===== config.mk =====
export PLATFORM = sky130hd
export DESIGN_NAME = timestamped_edge_event_log
export DESIGN_NICKNAME = d
export VERILOG_FILES = /design/src/design/tsel_pkg.sv /design/src/design/tsel_event_log.sv /design/src/design/tsel_waiter_table.sv /design/src/design/tsel_seq.sv /design/src/design/timestamped_edge_event_log.sv
export SDC_FILE = /design/constraint.sdc
export NUM_CORES = 1
export LEC_CHECK = 0
export BUFFER_PORTS_ARGS = -buffer_cell sky130_fd_sc_hd__buf_4
export CAP_MARGIN = 10
export CORE_MARGIN = 1.5
export CORE_UTILIZATION = 50
export CTS_BUF_LIST = sky130_fd_sc_hd__clkbuf_16
export CTS_CLUSTER_SIZE = 10
export DETAILED_ROUTE_END_ITERATION = 10
export GPL_TIMING_DRIVEN = 0
export HOLD_SLACK_MARGIN = 0.08
export MAX_ROUTING_LAYER = met4
export PLACE_DENSITY = 0.72
export SLEW_MARGIN = 20
export SYNTH_ARGS = -nofsm -noshare
export SYNTH_HDL_FRONTEND = slang
export SYNTH_SLANG_ARGS = --single-unit

===== constraint.sdc =====
create_clock -name clock -period 5.3 [get_ports clock]
set_input_delay 0.53 -clock clock [delete_from_list [all_inputs] [get_ports clock]]
set_output_delay 0.53 -clock clock [all_outputs]
set_load 0.01 [all_outputs]

===== src/design/tsel_pkg.sv =====
`timescale 1ns / 1ps

package tsel_pkg;

   // default sizes
   localparam int EVENT_DEPTH_DEF  = 16;
   localparam int WAITER_DEPTH_DEF = 8;
   localparam int STAMP_BITS_DEF   = 32;

   // fixed field widths on the ports
   localparam int STAMP_PORT_W = 32;
   localparam int ID_W         = 8;
   localparam int MODE_W       = 2;
   localparam int KIND_W       = 3;
   localparam int TDATA_W      = 48;

   // request modes
   localparam logic [MODE_W-1:0] MODE_INSERT     = 2'd0;
   localparam logic [MODE_W-1:0] MODE_QUERY      = 2'd1;
   localparam logic [MODE_W-1:0] MODE_QUERY_WAIT = 2'd2;

   // result kinds
   typedef enum logic [KIND_W-1:0] {
      KIND_INSERT  = 3'd0,
      KIND_HIT     = 3'd1,
      KIND_MISS    = 3'd2,
      KIND_RELEASE = 3'd3,
      KIND_FULL    = 3'd4
   } kind_type;

   // event ring commands
   typedef struct packed {
      logic append;
      logic walk_start;
      logic walk_read;
   } ev_cmd_type;

   // waiter table commands
   typedef struct packed {
      logic rd;
      logic wr;
      logic clr;
   } wt_cmd_type;

endpackage


===== src/design/tsel_event_log.sv =====
`timescale 1ns / 1ps

module tsel_event_log #(
   parameter int EVENT_DEPTH = tsel_pkg::EVENT_DEPTH_DEF,
   parameter int STAMP_W     = tsel_pkg::STAMP_BITS_DEF
) (
   input  logic                 clock,
   input  logic                 reset,
   input  tsel_pkg::ev_cmd_type ev_cmd,
   input  logic [STAMP_W-1:0]   wr_stamp,
   input  logic                 wr_edge,
   output logic                 walk_end,
   output logic [STAMP_W-1:0]   rd_stamp,
   output logic                 rd_edge
);

   localparam int IW = (EVENT_DEPTH > 1) ? $clog2(EVENT_DEPTH) : 1;
   localparam int CW = $clog2(EVENT_DEPTH + 1);

   logic [IW-1:0]  oldest_ff, oldest_in;
   logic [CW-1:0]  count_ff, count_in;
   logic [IW-1:0]  walk_ptr_ff, walk_ptr_in;
   logic [CW-1:0]  walk_left_ff, walk_left_in;
   logic [STAMP_W:0] rd_word_ff;
   logic [STAMP_W:0] ev_mem [EVENT_DEPTH];

   logic           full;
   logic [IW:0]    tail_sum;
   logic [IW-1:0]  slot;
   logic [IW-1:0]  oldest_next;
   logic [IW-1:0]  walk_next;

   // tail slot of the ring, wrapping at the depth
   always_comb begin
      full        = (count_ff == CW'(EVENT_DEPTH));
      tail_sum    = {1'b0, oldest_ff} + (IW+1)'(count_ff);
      oldest_next = (oldest_ff == IW'(EVENT_DEPTH - 1)) ? '0 : oldest_ff + 1'b1;
      walk_next   = (walk_ptr_ff == IW'(EVENT_DEPTH - 1)) ? '0 : walk_ptr_ff + 1'b1;
      if (full) begin
         slot = oldest_ff;
      end else if (tail_sum >= (IW+1)'(EVENT_DEPTH)) begin
         slot = IW'(tail_sum - (IW+1)'(EVENT_DEPTH));
      end else begin
         slot = tail_sum[IW-1:0];
      end
   end

   // pointer and count updates
   always_comb begin
      oldest_in    = oldest_ff;
      count_in     = count_ff;
      walk_ptr_in  = walk_ptr_ff;
      walk_left_in = walk_left_ff;
      if (ev_cmd.append) begin
         if (full) begin
            oldest_in = oldest_next;
         end else begin
            count_in = count_ff + 1'b1;
         end
      end
      if (ev_cmd.walk_start) begin
         walk_ptr_in  = oldest_ff;
         walk_left_in = count_ff;
      end else if (ev_cmd.walk_read) begin
         walk_ptr_in  = walk_next;
         walk_left_in = walk_left_ff - 1'b1;
      end
   end

   always_ff @(posedge clock) begin
      if (reset) begin
         oldest_ff    <= '0;
         count_ff     <= '0;
         walk_ptr_ff  <= '0;
         walk_left_ff <= '0;
      end else begin
         oldest_ff    <= oldest_in;
         count_ff     <= count_in;
         walk_ptr_ff  <= walk_ptr_in;
         walk_left_ff <= walk_left_in;
      end
   end

   // event store, one write and one registered read port
   always_ff @(posedge clock) begin
      if (ev_cmd.append) begin
         ev_mem[slot] <= {wr_stamp, wr_edge};
      end
      if (ev_cmd.walk_read) begin
         rd_word_ff <= ev_mem[walk_ptr_ff];
      end
   end

   assign walk_end = (walk_left_ff == '0);
   assign rd_stamp = rd_word_ff[STAMP_W:1];
   assign rd_edge  = rd_word_ff[0];

endmodule


===== src/design/tsel_waiter_table.sv =====
`timescale 1ns / 1ps

module tsel_waiter_table #(
   parameter int WAITER_DEPTH = tsel_pkg::WAITER_DEPTH_DEF,
   parameter int STAMP_W      = tsel_pkg::STAMP_BITS_DEF,
   parameter int WW           = (WAITER_DEPTH > 1) ? $clog2(WAITER_DEPTH) : 1
) (
   input  logic                      clock,
   input  logic                      reset,
   input  tsel_pkg::wt_cmd_type      wt_cmd,
   input  logic [WW-1:0]             idx,
   input  logic [STAMP_W-1:0]        wr_stamp,
   input  logic [tsel_pkg::ID_W-1:0] wr_ident,
   output logic                      slot_valid,
   output logic [STAMP_W-1:0]        rd_stamp,
   output logic [tsel_pkg::ID_W-1:0] rd_ident
);

   logic [WAITER_DEPTH-1:0] valid_ff, valid_in;
   logic [STAMP_W+tsel_pkg::ID_W-1:0] rd_word_ff;
   logic [STAMP_W+tsel_pkg::ID_W-1:0] wt_mem [WAITER_DEPTH];

   // slot occupancy flags
   always_comb begin
      valid_in = valid_ff;
      if (wt_cmd.wr) begin
         valid_in[idx] = 1'b1;
      end else if (wt_cmd.clr) begin
         valid_in[idx] = 1'b0;
      end
   end

   always_ff @(posedge clock) begin
      if (reset) begin
         valid_ff <= '0;
      end else begin
         valid_ff <= valid_in;
      end
   end

   // waiter stamp and identifier store
   always_ff @(posedge clock) begin
      if (wt_cmd.wr) begin
         wt_mem[idx] <= {wr_stamp, wr_ident};
      end
      if (wt_cmd.rd) begin
         rd_word_ff <= wt_mem[idx];
      end
   end

   assign slot_valid = valid_ff[idx];
   assign rd_stamp   = rd_word_ff[STAMP_W+tsel_pkg::ID_W-1:tsel_pkg::ID_W];
   assign rd_ident   = rd_word_ff[tsel_pkg::ID_W-1:0];

endmodule


===== src/design/tsel_seq.sv =====
`timescale 1ns / 1ps

module tsel_seq #(
   parameter int WAITER_DEPTH = tsel_pkg::WAITER_DEPTH_DEF,
   parameter int STAMP_W      = tsel_pkg::STAMP_BITS_DEF,
   parameter int WW           = (WAITER_DEPTH > 1) ? $clog2(WAITER_DEPTH) : 1
) (
   input  logic                              clock,
   input  logic                              reset,
   // request word
   input  logic                              req_valid,
   output logic                              req_ready,
   input  logic [tsel_pkg::MODE_W-1:0]       req_mode,
   input  logic [STAMP_W-1:0]                req_stamp,
   input  logic [tsel_pkg::ID_W-1:0]         req_ident,
   // event ring
   output tsel_pkg::ev_cmd_type              ev_cmd,
   input  logic                              ev_walk_end,
   input  logic [STAMP_W-1:0]                ev_rd_stamp,
   input  logic                              ev_rd_edge,
   // waiter table
   output tsel_pkg::wt_cmd_type              wt_cmd,
   output logic [WW-1:0]                     wt_idx,
   output logic [STAMP_W-1:0]                wt_wr_stamp,
   output logic [tsel_pkg::ID_W-1:0]         wt_wr_ident,
   input  logic                              wt_slot_valid,
   input  logic [STAMP_W-1:0]                wt_rd_stamp,
   input  logic [tsel_pkg::ID_W-1:0]         wt_rd_ident,
   // response word
   output logic                              rsp_valid,
   input  logic                              rsp_ready,
   output tsel_pkg::kind_type                rsp_kind,
   output logic [tsel_pkg::STAMP_PORT_W-1:0] rsp_stamp,
   output logic                              rsp_edge,
   output logic [tsel_pkg::ID_W-1:0]         rsp_ident,
   output logic                              rsp_last
);

   typedef enum logic [6:0] {
      S_IDLE  = 7'b0000001,
      S_WRD   = 7'b0000010,
      S_WCMP  = 7'b0000100,
      S_QRD   = 7'b0001000,
      S_QCMP  = 7'b0010000,
      S_FREE  = 7'b0100000,
      S_FLUSH = 7'b1000000
   } state_type;

   state_type state_ff, state_in;
   logic [WW-1:0]               idx_ff, idx_in;
   logic [tsel_pkg::MODE_W-1:0] mode_ff, mode_in;
   logic [STAMP_W-1:0]          stamp_ff, stamp_in;
   logic [tsel_pkg::ID_W-1:0]   ident_ff, ident_in;

   // result held back until it is known whether another follows
   tsel_pkg::kind_type          pend_kind_ff, pend_kind_in;
   logic [STAMP_W-1:0]          pend_stamp_ff, pend_stamp_in;
   logic                        pend_edge_ff, pend_edge_in;
   logic [tsel_pkg::ID_W-1:0]   pend_ident_ff, pend_ident_in;

   // output register
   logic                              out_valid_ff, out_valid_in;
   tsel_pkg::kind_type                out_kind_ff, out_kind_in;
   logic [tsel_pkg::STAMP_PORT_W-1:0] out_stamp_ff, out_stamp_in;
   logic                              out_edge_ff, out_edge_in;
   logic [tsel_pkg::ID_W-1:0]         out_ident_ff, out_ident_in;
   logic                              out_last_ff, out_last_in;

   logic accept;
   logic out_free;
   logic out_load;
   logic out_last;
   logic idx_end;
   logic release_hit;

   assign accept      = req_valid && req_ready;
   assign out_free    = !out_valid_ff || rsp_ready;
   assign idx_end     = (idx_ff == WW'(WAITER_DEPTH - 1));
   assign release_hit = wt_slot_valid && (wt_rd_stamp < stamp_ff);

   // sequencer
   always_comb begin
      state_in      = state_ff;
      idx_in        = idx_ff;
      mode_in       = mode_ff;
      stamp_in      = stamp_ff;
      ident_in      = ident_ff;
      pend_kind_in  = pend_kind_ff;
      pend_stamp_in = pend_stamp_ff;
      pend_edge_in  = pend_edge_ff;
      pend_ident_in = pend_ident_ff;
      ev_cmd        = '0;
      wt_cmd        = '0;
      out_load      = 1'b0;
      out_last      = 1'b0;
      req_ready     = (state_ff == S_IDLE);

      unique case (state_ff)
         S_IDLE: begin
            if (accept) begin
               mode_in       = req_mode;
               stamp_in      = req_stamp;
               ident_in      = req_ident;
               idx_in        = '0;
               pend_stamp_in = '0;
               pend_edge_in  = 1'b0;
               pend_ident_in = '0;
               if (req_mode == tsel_pkg::MODE_INSERT) begin
                  ev_cmd.append = 1'b1;
                  pend_kind_in  = tsel_pkg::KIND_INSERT;
                  state_in      = S_WRD;
               end else if (req_mode == tsel_pkg::MODE_QUERY ||
                            req_mode == tsel_pkg::MODE_QUERY_WAIT) begin
                  ev_cmd.walk_start = 1'b1;
                  state_in          = S_QRD;
               end else begin
                  pend_kind_in = tsel_pkg::KIND_MISS;
                  state_in     = S_FLUSH;
               end
            end
         end
         S_WRD: begin
            wt_cmd.rd = 1'b1;
            state_in  = S_WCMP;
         end
         S_WCMP: begin
            if (!release_hit || out_free) begin
               if (release_hit) begin
                  out_load      = 1'b1;
                  wt_cmd.clr    = 1'b1;
                  pend_kind_in  = tsel_pkg::KIND_RELEASE;
                  pend_stamp_in = stamp_ff;
                  pend_edge_in  = 1'b0;
                  pend_ident_in = wt_rd_ident;
               end
               if (idx_end) begin
                  state_in = S_FLUSH;
               end else begin
                  idx_in   = idx_ff + 1'b1;
                  state_in = S_WRD;
               end
            end
         end
         S_QRD: begin
            if (ev_walk_end) begin
               if (mode_ff == tsel_pkg::MODE_QUERY_WAIT) begin
                  state_in = S_FREE;
               end else begin
                  pend_kind_in = tsel_pkg::KIND_MISS;
                  state_in     = S_FLUSH;
               end
            end else begin
               ev_cmd.walk_read = 1'b1;
               state_in         = S_QCMP;
            end
         end
         S_QCMP: begin
            if (ev_rd_stamp > stamp_ff) begin
               pend_kind_in  = tsel_pkg::KIND_HIT;
               pend_stamp_in = ev_rd_stamp;
               pend_edge_in  = ev_rd_edge;
               state_in      = S_FLUSH;
            end else begin
               state_in = S_QRD;
            end
         end
         S_FREE: begin
            if (!wt_slot_valid) begin
               wt_cmd.wr    = 1'b1;
               pend_kind_in = tsel_pkg::KIND_MISS;
               state_in     = S_FLUSH;
            end else if (idx_end) begin
               pend_kind_in = tsel_pkg::KIND_FULL;
               state_in     = S_FLUSH;
            end else begin
               idx_in = idx_ff + 1'b1;
            end
         end
         S_FLUSH: begin
            if (out_free) begin
               out_load = 1'b1;
               out_last = 1'b1;
               state_in = S_IDLE;
            end
         end
         default: begin
            state_in = S_IDLE;
         end
      endcase
   end

   // output register load and hand-off
   always_comb begin
      out_valid_in = out_valid_ff && !rsp_ready;
      out_kind_in  = out_kind_ff;
      out_stamp_in = out_stamp_ff;
      out_edge_in  = out_edge_ff;
      out_ident_in = out_ident_ff;
      out_last_in  = out_last_ff;
      if (out_load) begin
         out_valid_in = 1'b1;
         out_kind_in  = pend_kind_ff;
         out_stamp_in = tsel_pkg::STAMP_PORT_W'(pend_stamp_ff);
         out_edge_in  = pend_edge_ff;
         out_ident_in = pend_ident_ff;
         out_last_in  = out_last;
      end
   end

   always_ff @(posedge clock) begin
      if (reset) begin
         state_ff     <= S_IDLE;
         out_valid_ff <= 1'b0;
      end else begin
         state_ff     <= state_in;
         out_valid_ff <= out_valid_in;
      end
   end

   always_ff @(posedge clock) begin
      idx_ff        <= idx_in;
      mode_ff       <= mode_in;
      stamp_ff      <= stamp_in;
      ident_ff      <= ident_in;
      pend_kind_ff  <= pend_kind_in;
      pend_stamp_ff <= pend_stamp_in;
      pend_edge_ff  <= pend_edge_in;
      pend_ident_ff <= pend_ident_in;
      out_kind_ff   <= out_kind_in;
      out_stamp_ff  <= out_stamp_in;
      out_edge_ff   <= out_edge_in;
      out_ident_ff  <= out_ident_in;
      out_last_ff   <= out_last_in;
   end

   assign wt_idx      = idx_ff;
   assign wt_wr_stamp = stamp_ff;
   assign wt_wr_ident = ident_ff;
   assign rsp_valid   = out_valid_ff;
   assign rsp_kind    = out_kind_ff;
   assign rsp_stamp   = out_stamp_ff;
   assign rsp_edge    = out_edge_ff;
   assign rsp_ident   = out_ident_ff;
   assign rsp_last    = out_last_ff;

endmodule


===== src/design/timestamped_edge_event_log.sv =====
`timescale 1ns / 1ps
// insert: each waiter slot is read in S_WRD and compared in S_WCMP, in turn from the first
// query: each stored event is read in S_QRD and compared in S_QCMP, walked from the oldest,
// plus a search for a free waiter slot on a registering miss; one item at a time
// a finished word waits in the output register while the next item is taken
// reset clears the ring pointers, the event count and the waiter valid flags;
// the event and waiter stores are not cleared and there is no clearing pass

module timestamped_edge_event_log #(
   parameter int EVENT_DEPTH  = tsel_pkg::EVENT_DEPTH_DEF,
   parameter int WAITER_DEPTH = tsel_pkg::WAITER_DEPTH_DEF,
   parameter int STAMP_BITS   = tsel_pkg::STAMP_BITS_DEF
) (
   input  logic                           clock,
   input  logic                           reset,
   input  logic                           req_tvalid,
   output logic                           req_tready,
   // stamp[31:0], edge_req[32], waiter_id[40:33], zero fill[47:41]
   input  logic [tsel_pkg::TDATA_W-1:0]   req_tdata,
   // mode[1:0]
   input  logic [tsel_pkg::MODE_W-1:0]    req_tuser,
   output logic                           rsp_tvalid,
   input  logic                           rsp_tready,
   // found_stamp[31:0], found_edge[32], released_id[40:33], zero fill[47:41]
   output logic [tsel_pkg::TDATA_W-1:0]   rsp_tdata,
   // kind[2:0]
   output logic [tsel_pkg::KIND_W-1:0]    rsp_tuser,
   output logic                           rsp_tlast
);

   localparam int STAMP_W = (STAMP_BITS < tsel_pkg::STAMP_PORT_W) ?
                            STAMP_BITS : tsel_pkg::STAMP_PORT_W;
   localparam int WW      = (WAITER_DEPTH > 1) ? $clog2(WAITER_DEPTH) : 1;
   localparam int PAD_W   = tsel_pkg::TDATA_W - tsel_pkg::STAMP_PORT_W - 1 - tsel_pkg::ID_W;

   tsel_pkg::ev_cmd_type              ev_cmd;
   logic                              ev_walk_end;
   logic [STAMP_W-1:0]                ev_rd_stamp;
   logic                              ev_rd_edge;
   tsel_pkg::wt_cmd_type              wt_cmd;
   logic [WW-1:0]                     wt_idx;
   logic [STAMP_W-1:0]                wt_wr_stamp;
   logic [tsel_pkg::ID_W-1:0]         wt_wr_ident;
   logic                              wt_slot_valid;
   logic [STAMP_W-1:0]                wt_rd_stamp;
   logic [tsel_pkg::ID_W-1:0]         wt_rd_ident;
   tsel_pkg::kind_type                rsp_kind;
   logic [tsel_pkg::STAMP_PORT_W-1:0] rsp_stamp;
   logic                              rsp_edge;
   logic [tsel_pkg::ID_W-1:0]         rsp_ident;
   logic [STAMP_W-1:0]                req_stamp;

   // only the low stamp bits take part
   assign req_stamp = req_tdata[STAMP_W-1:0];

   tsel_event_log #(
      .EVENT_DEPTH (EVENT_DEPTH),
      .STAMP_W     (STAMP_W)
   ) u_event_log (
      .clock    (clock),
      .reset    (reset),
      .ev_cmd   (ev_cmd),
      .wr_stamp (req_stamp),
      .wr_edge  (req_tdata[tsel_pkg::STAMP_PORT_W]),
      .walk_end (ev_walk_end),
      .rd_stamp (ev_rd_stamp),
      .rd_edge  (ev_rd_edge)
   );

   tsel_waiter_table #(
      .WAITER_DEPTH (WAITER_DEPTH),
      .STAMP_W      (STAMP_W),
      .WW           (WW)
   ) u_waiter_table (
      .clock      (clock),
      .reset      (reset),
      .wt_cmd     (wt_cmd),
      .idx        (wt_idx),
      .wr_stamp   (wt_wr_stamp),
      .wr_ident   (wt_wr_ident),
      .slot_valid (wt_slot_valid),
      .rd_stamp   (wt_rd_stamp),
      .rd_ident   (wt_rd_ident)
   );

   tsel_seq #(
      .WAITER_DEPTH (WAITER_DEPTH),
      .STAMP_W      (STAMP_W),
      .WW           (WW)
   ) u_seq (
      .clock         (clock),
      .reset         (reset),
      .req_valid     (req_tvalid),
      .req_ready     (req_tready),
      .req_mode      (req_tuser),
      .req_stamp     (req_stamp),
      .req_ident     (req_tdata[tsel_pkg::STAMP_PORT_W+tsel_pkg::ID_W:tsel_pkg::STAMP_PORT_W+1]),
      .ev_cmd        (ev_cmd),
      .ev_walk_end   (ev_walk_end),
      .ev_rd_stamp   (ev_rd_stamp),
      .ev_rd_edge    (ev_rd_edge),
      .wt_cmd        (wt_cmd),
      .wt_idx        (wt_idx),
      .wt_wr_stamp   (wt_wr_stamp),
      .wt_wr_ident   (wt_wr_ident),
      .wt_slot_valid (wt_slot_valid),
      .wt_rd_stamp   (wt_rd_stamp),
      .wt_rd_ident   (wt_rd_ident),
      .rsp_valid     (rsp_tvalid),
      .rsp_ready     (rsp_tready),
      .rsp_kind      (rsp_kind),
      .rsp_stamp     (rsp_stamp),
      .rsp_edge      (rsp_edge),
      .rsp_ident     (rsp_ident),
      .rsp_last      (rsp_tlast)
   );

   // response word packing
   assign rsp_tdata = {{PAD_W{1'b0}}, rsp_ident, rsp_edge, rsp_stamp};
   assign rsp_tuser = rsp_kind;

   // one item at a time: the word after an accepted one is never taken at once
   assert property (@(posedge clock) disable iff (reset)
      req_tvalid && req_tready |=> !req_tready)
      else $error("request taken on consecutive cycles");

   // only insert done and releases can be followed by another word
   assert property (@(posedge clock) disable iff (reset)
      rsp_tvalid && !rsp_tlast |->
         rsp_tuser == tsel_pkg::KIND_INSERT || rsp_tuser == tsel_pkg::KIND_RELEASE)
      else $error("non-final word of unexpected kind");

   // edge flag only on hits
   assert property (@(posedge clock) disable iff (reset)
      rsp_tvalid && rsp_tuser != tsel_pkg::KIND_HIT |-> !rsp_tdata[tsel_pkg::STAMP_PORT_W])
      else $error("edge flag set outside a hit");

   // released identifier only on releases
   assert property (@(posedge clock) disable iff (reset)
      rsp_tvalid && rsp_tuser != tsel_pkg::KIND_RELEASE |->
         rsp_tdata[tsel_pkg::STAMP_PORT_W+tsel_pkg::ID_W:tsel_pkg::STAMP_PORT_W+1] == '0)
      else $error("identifier set outside a release");

endmodule

# == After elaboration in Yosys (flattened, before gate mapping) ==
# Memories as Yosys holds them, arrays and structs flattened. A register that Yosys moved wholly into a read port is not among the register bits.
# Cells that the tools add are included.
# classes
eq_ne,24
bitwise_logic,4
n_reduce_logical,26
order_cmp,5
n_mux,76
addsub,7
# ops
cell,count
2-to-1 mux 32 bit,4
case mux 32 bit (3 select lines),1
2-to-1 mux 7 bit,11
case mux 7 bit (7 select lines),1
2-to-1 mux 3 bit,14
2-to-1 mux 8 bit,5
greater-than comparator 32 bit,1
less-than comparator 32 bit,1
2-to-1 mux 4 bit,6
2-to-1 mux 1 bit,23
case mux 8 bit (2 select lines),1
case mux 3 bit (5 select lines),1
AND reduction 4 bit,3
2-to-1 mux 5 bit,2
!= test 2 x 1 -> 1 bit (second input constant),5
case mux 3 bit (3 select lines),1
AND reduction 9 bit,1
adder 4 x 1 -> 4 bit (second input constant),2
bitwise AND 8 bit,1
== test 4 bit (second input constant),2
NOT 8 bit,1
bitwise OR 8 bit,1
== test 7 x 1 -> 1 bit (second input constant),1
== test 7 x 2 -> 1 bit (second input constant),1
other kinds (35),52
# word_totals
mem_bits_rw,848
input_bits,54
mem_count,2
ff_bits,168
elab_cells,164
# memory_table
name,words,word_bits,read_ports,rd_clocked_by_memory_dff,write_ports,line,source
u_event_log.ev_mem,16,33,1,1,1,tsel_event_log.sv:25,logic [STAMP_W:0] ev_mem [EVENT_DEPTH];
u_waiter_table.wt_mem,8,40,1,1,1,tsel_waiter_table.sv:21,logic [STAMP_W+tsel_pkg::ID_W-1:0] wt_mem [WAITER_DEPTH];

# == Longest topological paths before layout ==
# depth
depth_word,9
mapped_depth,9
mapped_depth_nobuf,9

# == By module ==
# From an unflattened synthesis, not the netlist that was laid out.
# unflattened
hier_cells,2109
hier_area_um2,42761.0
# modules_own_cells
module,cells_each,area_each_um2,n_inst
tsel_event_log,1039,22474.1,1
tsel_waiter_table,558,13648.1,1
tsel_seq,503,6575.1,1
timestamped_edge_event_log,9,63.8,1

# == Worst setup path before layout ==
# OpenSTA, ideal clock, no wires.
# synth_path
path_type,reg-to-reg
from,register u_seq.idx_ff[1] (netlist: u_seq.wt_idx[1])
to,memory u_waiter_table.wt_mem[5][0] in the netlist's numbering (enable)
setup_slack_ns,0.401
t_arrival_ns,4.412
stages_incl_launch_ff,7
path_buffers,1
required_time_ns,4.813
period_less_slack_ns,4.899
setup_time_ns,0.487
path_cell_list,edfxtp_1 clkbuf_1 nor3b_1 a311o_1 a221oi_2 nand2_1 nor3_1
# synth_via
elab_chain_len,6
# synth_lines
element,line,source
from (decl),tsel_seq.sv:50,"logic [WW-1:0] idx_ff, idx_in;"
from (signal assigned),tsel_seq.sv:221,idx_ff <= idx_in;
binary-select mux 1 bit (select 3 bit),tsel_waiter_table.sv:51,assign slot_valid = valid_ff[idx];
2-to-1 mux 1 bit (not written as such),tsel_waiter_table.sv:51,
2-to-1 mux 1 bit,tsel_seq.sv:168,if (!wt_slot_valid) begin
2-to-1 mux 1 bit,tsel_seq.sv:98,unique case (state_ff)
2-to-1 mux 1 bit,tsel_waiter_table.sv:43,if (wt_cmd.wr) begin
2-to-1 mux 1 bit (not written as such),tsel_waiter_table.sv:44,"wt_mem[idx] <= {wr_stamp, wr_ident};"
to (decl),tsel_waiter_table.sv:21,
# Several ways; a longest one is shown, not always the timed one. The select of a mux whose other input is x is not followed.

# == Worst setup path in the final report ==
# layout_path
from,register u_seq.idx_ff[1] (netlist: u_seq.wt_idx[1])
to,memory u_waiter_table.wt_mem[5][13] in the netlist's numbering (enable)
# Same word-level chain as after synthesis.

==> impl_metrics.py <==
metrics = {
    "status": {
        "outcome": "finished, final reports clean",
    },
    "detailed_routing": {
        "drtIter0Drc": 2862,
        "first_pass_iters": 6,
        "vias": 21600,
        "ant_nets": 0,
        "wl_mm": 97.5,
        "drc_errors": 0,
        "routed_via_density": 6.18,
        "wl_per_cell_um": 27.9,
    },
    "place": {
        "port_buffers": 93,
        "hpwl_mm": 63.9,
        "routabilityCongestion": 0.924,
    },
    "logic_synthesis": {
        "yosys-top-cells-area": "edfxtp_1, mux4_2, a22oi_1",
        "yosysTopAreaCell": "edfxtp_1",
        "synth_cell_type_count": 65,
        "synth.top_cell.area_share_pct": 76.4,
        "synth_top_cells_by_count": "edfxtp_1, a22oi_1, mux4_2",
        "synth_most_common_cell": "edfxtp_1",
        "synth_seq_area_share_pct": 78.0,
        "synth_seq_cells": 1089,
        "synth_area_um2": 41500,
        "synthCells": 2067,
        "ys_warn_count": 0,
        "ys_async_sr_fraction_pct": 0,
        "synth-edff-count": 1055,
        "synth_ff_type": "edfxtp_1",
        "synth.avg_cell_area_um2": 20.1,
    },
    "floorplan": {
        "die-width_um": 291,
        "rows": 105,
        "initial_utilization_pct": 50.5,
        "die-height_um": 291,
        "io_pins": 108,
        "core_um2": 82100,
        "die_area_um2": 84700,
    },
    "cts": {
        "root_buffer": "clkbuf_16",
        "numCtsBuffers": 120,
        "cts_tree": "yes",
        "postCtsResizedCells": 0,
        "postCtsHoldBufs": 11,
        "clock-sinks": 1089,
        "cts.clk_slew.worst_paths_ns": 0.06,
        "insertion_delay_ns": 0.68,
        "h-tree-depth": 3,
        "clk_path_buf_depth": 3,
        "postCtsSetupRepairBufs": 0,
    },
    "timing": {
        "tns_ns": 0,
        "max_freq_mhz": 241,
        "hold_viol_final": 0,
        "worst_pin_slew_ns": 1.28,
        "period_minus_slack_ns": 4.15,
        "max-slew-margin-rel_pct": 14.5,
        "rsz0062_at_grt": "no",
        "drv_slew": 0,
        "setup_viol": 0,
        "fin_skew_ns": 0.0287,
        "whs_ns": 0.155,
        "finalCritPeriodShare_pct": 78.2,
    },
    "worst_setup_path": {
        "critPathRequiredTime_ns": 5.68,
        "worstSetupStartpointType": "flop",
        "critPathKind": "flop to flop",
        "cp-end-kind": "flop",
        "cp.arrival_ns": 4.52,
        "worstPathMaxFanout": 10,
    },
    "power": {
        "ir_worst_vdd_mv": 0.259,
        "leakage_nw": 15.5,
        "power.density_nw_per_um2": 404,
    },
    "global_route": {
        "antenna_found_initial": 4,
        "grt_pass1_vias": 22300,
        "grt_pass1_wl_mm": 143,
        "grt.total_usage_pct": 23.7,
        "grt_overflow": 0,
        "grt_max_degree": 46,
    },
    "final_layout": {
        "fillCellCount": 5775,
        "areaGrowthSynthToFinish_pct": 15.4,
        "drive_above_1_share_pct": 21.4,
        "final_nets": 2506,
    },
    "flow_run": {
        "maxCapViolations": 0,
    },
    "min_path": {
        "hold_path_class": "input port to flop",
    },
}
state kept, by name, indices dropped and copies added (netlist names), named ones only:
register / count
u_seq.wt_wr_ident: 8
u_seq.rsp_last: 1
u_seq.wt_wr_stamp: 32
u_seq.wt_idx: 3
u_seq.state_ff: 7
u_event_log.walk_ptr_ff: 4
u_seq.pend_kind_ff: 3
u_seq.rsp_stamp: 32
u_seq.rsp_kind: 3
u_event_log.walk_left_ff: 5
u_event_log.ev_mem: 528
u_event_log.rd_word_ff: 33
u_waiter_table.wt_mem: 320
u_event_log.count_ff: 5
u_seq.pend_edge_ff: 1
u_event_log.oldest_ff: 4
u_waiter_table.rd_word_ff: 40
u_seq.mode_ff: 2
u_seq.rsp_edge: 1
u_seq.pend_ident_ff: 8
u_seq.rsp_valid: 1
u_seq.pend_stamp_ff: 32
u_seq.rsp_ident: 8
per-layer routing:
metal	GRT usage [%]	up-vias	part of all wire, %
li1	-	9209	-
met5	-	-	0
met4	8.87	0	3.2
met3	3.58	203	7.9
met2	39.9	1090	51
met1	29.3	11100	37
path summary, 6_finish.rpt:
check	from	endpoint	slack, ns	cells past startpoint
worst min register to register	u_seq.pend_stamp_ff[11]$_DFFE_PP_	u_seq.rsp_stamp[11]$_DFFE_PP_	0.42	0
worst min-delay path	req_tdata[32]	u_event_log.ev_mem[6][0]$_DFFE_PP_	0.16	1
worst max-delay path	u_seq.wt_idx[1]$_SDFFCE_PN0P_	u_waiter_table.wt_mem[5][13]$_DFFE_PP_	1.15	10
worst max register to register	u_seq.wt_idx[1]$_SDFFCE_PN0P_	u_waiter_table.wt_mem[5][13]$_DFFE_PP_	1.15	10
cell families after synthesis:
| kind of cell | after synthesis | synth area share (%) |
|---|---|---|
| buffers and inverters | 154 | 1.49 |
| muxes | 165 | 8.96 |
| adders and majority gates | 75 | 2.28 |
| and+or+nand+nor | 260 | 3.50 |
| AOI/OAI and AO/OA | 312 | 5.51 |
| xor gates and xnor gates | 11 | 0.232 |
| other | 1 | 0.00904 |
| DFF | 1089 | 78.0 |
final cells by class:
cell class              count  area [um2]  share of cell area (%)
diodes                      4        10.0                  0.0209
plain buffers             106         440                   0.920
clock buffers             124        3100                    6.49
clock inverters            46         239                   0.499
inverters                  48         180                   0.377
multi-input cells         830        8660                    18.1
flip-flops and latches   1089       32400                    67.6
well taps                1070        1340                    2.80
repair buffers            182        1510                    3.16
placed cells by master (no fill, tap or decap), types with 7 or more instances in the layout:
cell and n:
nor2_1 40, edfxtp_1 1055, a22o_1 31, buf_2 9, conb_1 7, buf_12 7, a311oi_1 9, nand2b_1 9
dfxtp_1 34, nand3_1 16, clkbuf_16 124, a22oi_1 166, mux4_2 165, and2_1 12, ha_1 74, nor3_2 17
dlygate4sd3_1 11, clkbuf_1 78, a21oi_1 43, and3_4 7, buf_1 10, nand2_1 36, buf_4 168, nor3_1 15
inv_1 82, o21ai_0 20, nand4_1 54
critical path: stages (launching register included):
cell      delay [ns]
edfxtp_1        0.35
clkbuf_1        0.32
nor3b_1         0.09
a311o_1         0.36
a221oi_2        0.81
nand2_1         0.45
nor3_2          0.62
buf_4           0.33
buf_6           0.18
buf_4           0.17
buf_4           0.17
where the power goes:
part | total, W | switching (W) | internal (W) | leakage [nW]
logic | 0.00189 | 0.00129 | 0.000598 | 3.92
clock network | 0.00718 | 0.00306 | 0.00412 | 1.76
registers | 0.0103 | 0.000234 | 0.0100 | 9.83
stage by stage:
| step | cell area, um2 | total power (W) | utilization [%] | setup slack (ns) | cells |
|---|---|---|---|---|---|
| detailed placement | 44400 | 0.0123 | 54.1 | 1.36 | 3314 |
| CTS | 47800 | 0.0194 | 58.3 | 1.33 | 3495 |
| finish | 47800 | 0.0193 | 58.3 | 1.15 | 3499 |
| floorplan | 41500 | 0.0114 | - | 0.401 | 2073 |
| global placement | 43500 | 0.0122 | 53.0 | -2.91 | 3236 |
| global route | 47800 | 0.0199 | 58.3 | 1.03 | 3498 |
No activity file was read; power rests on OpenSTA's default activity.
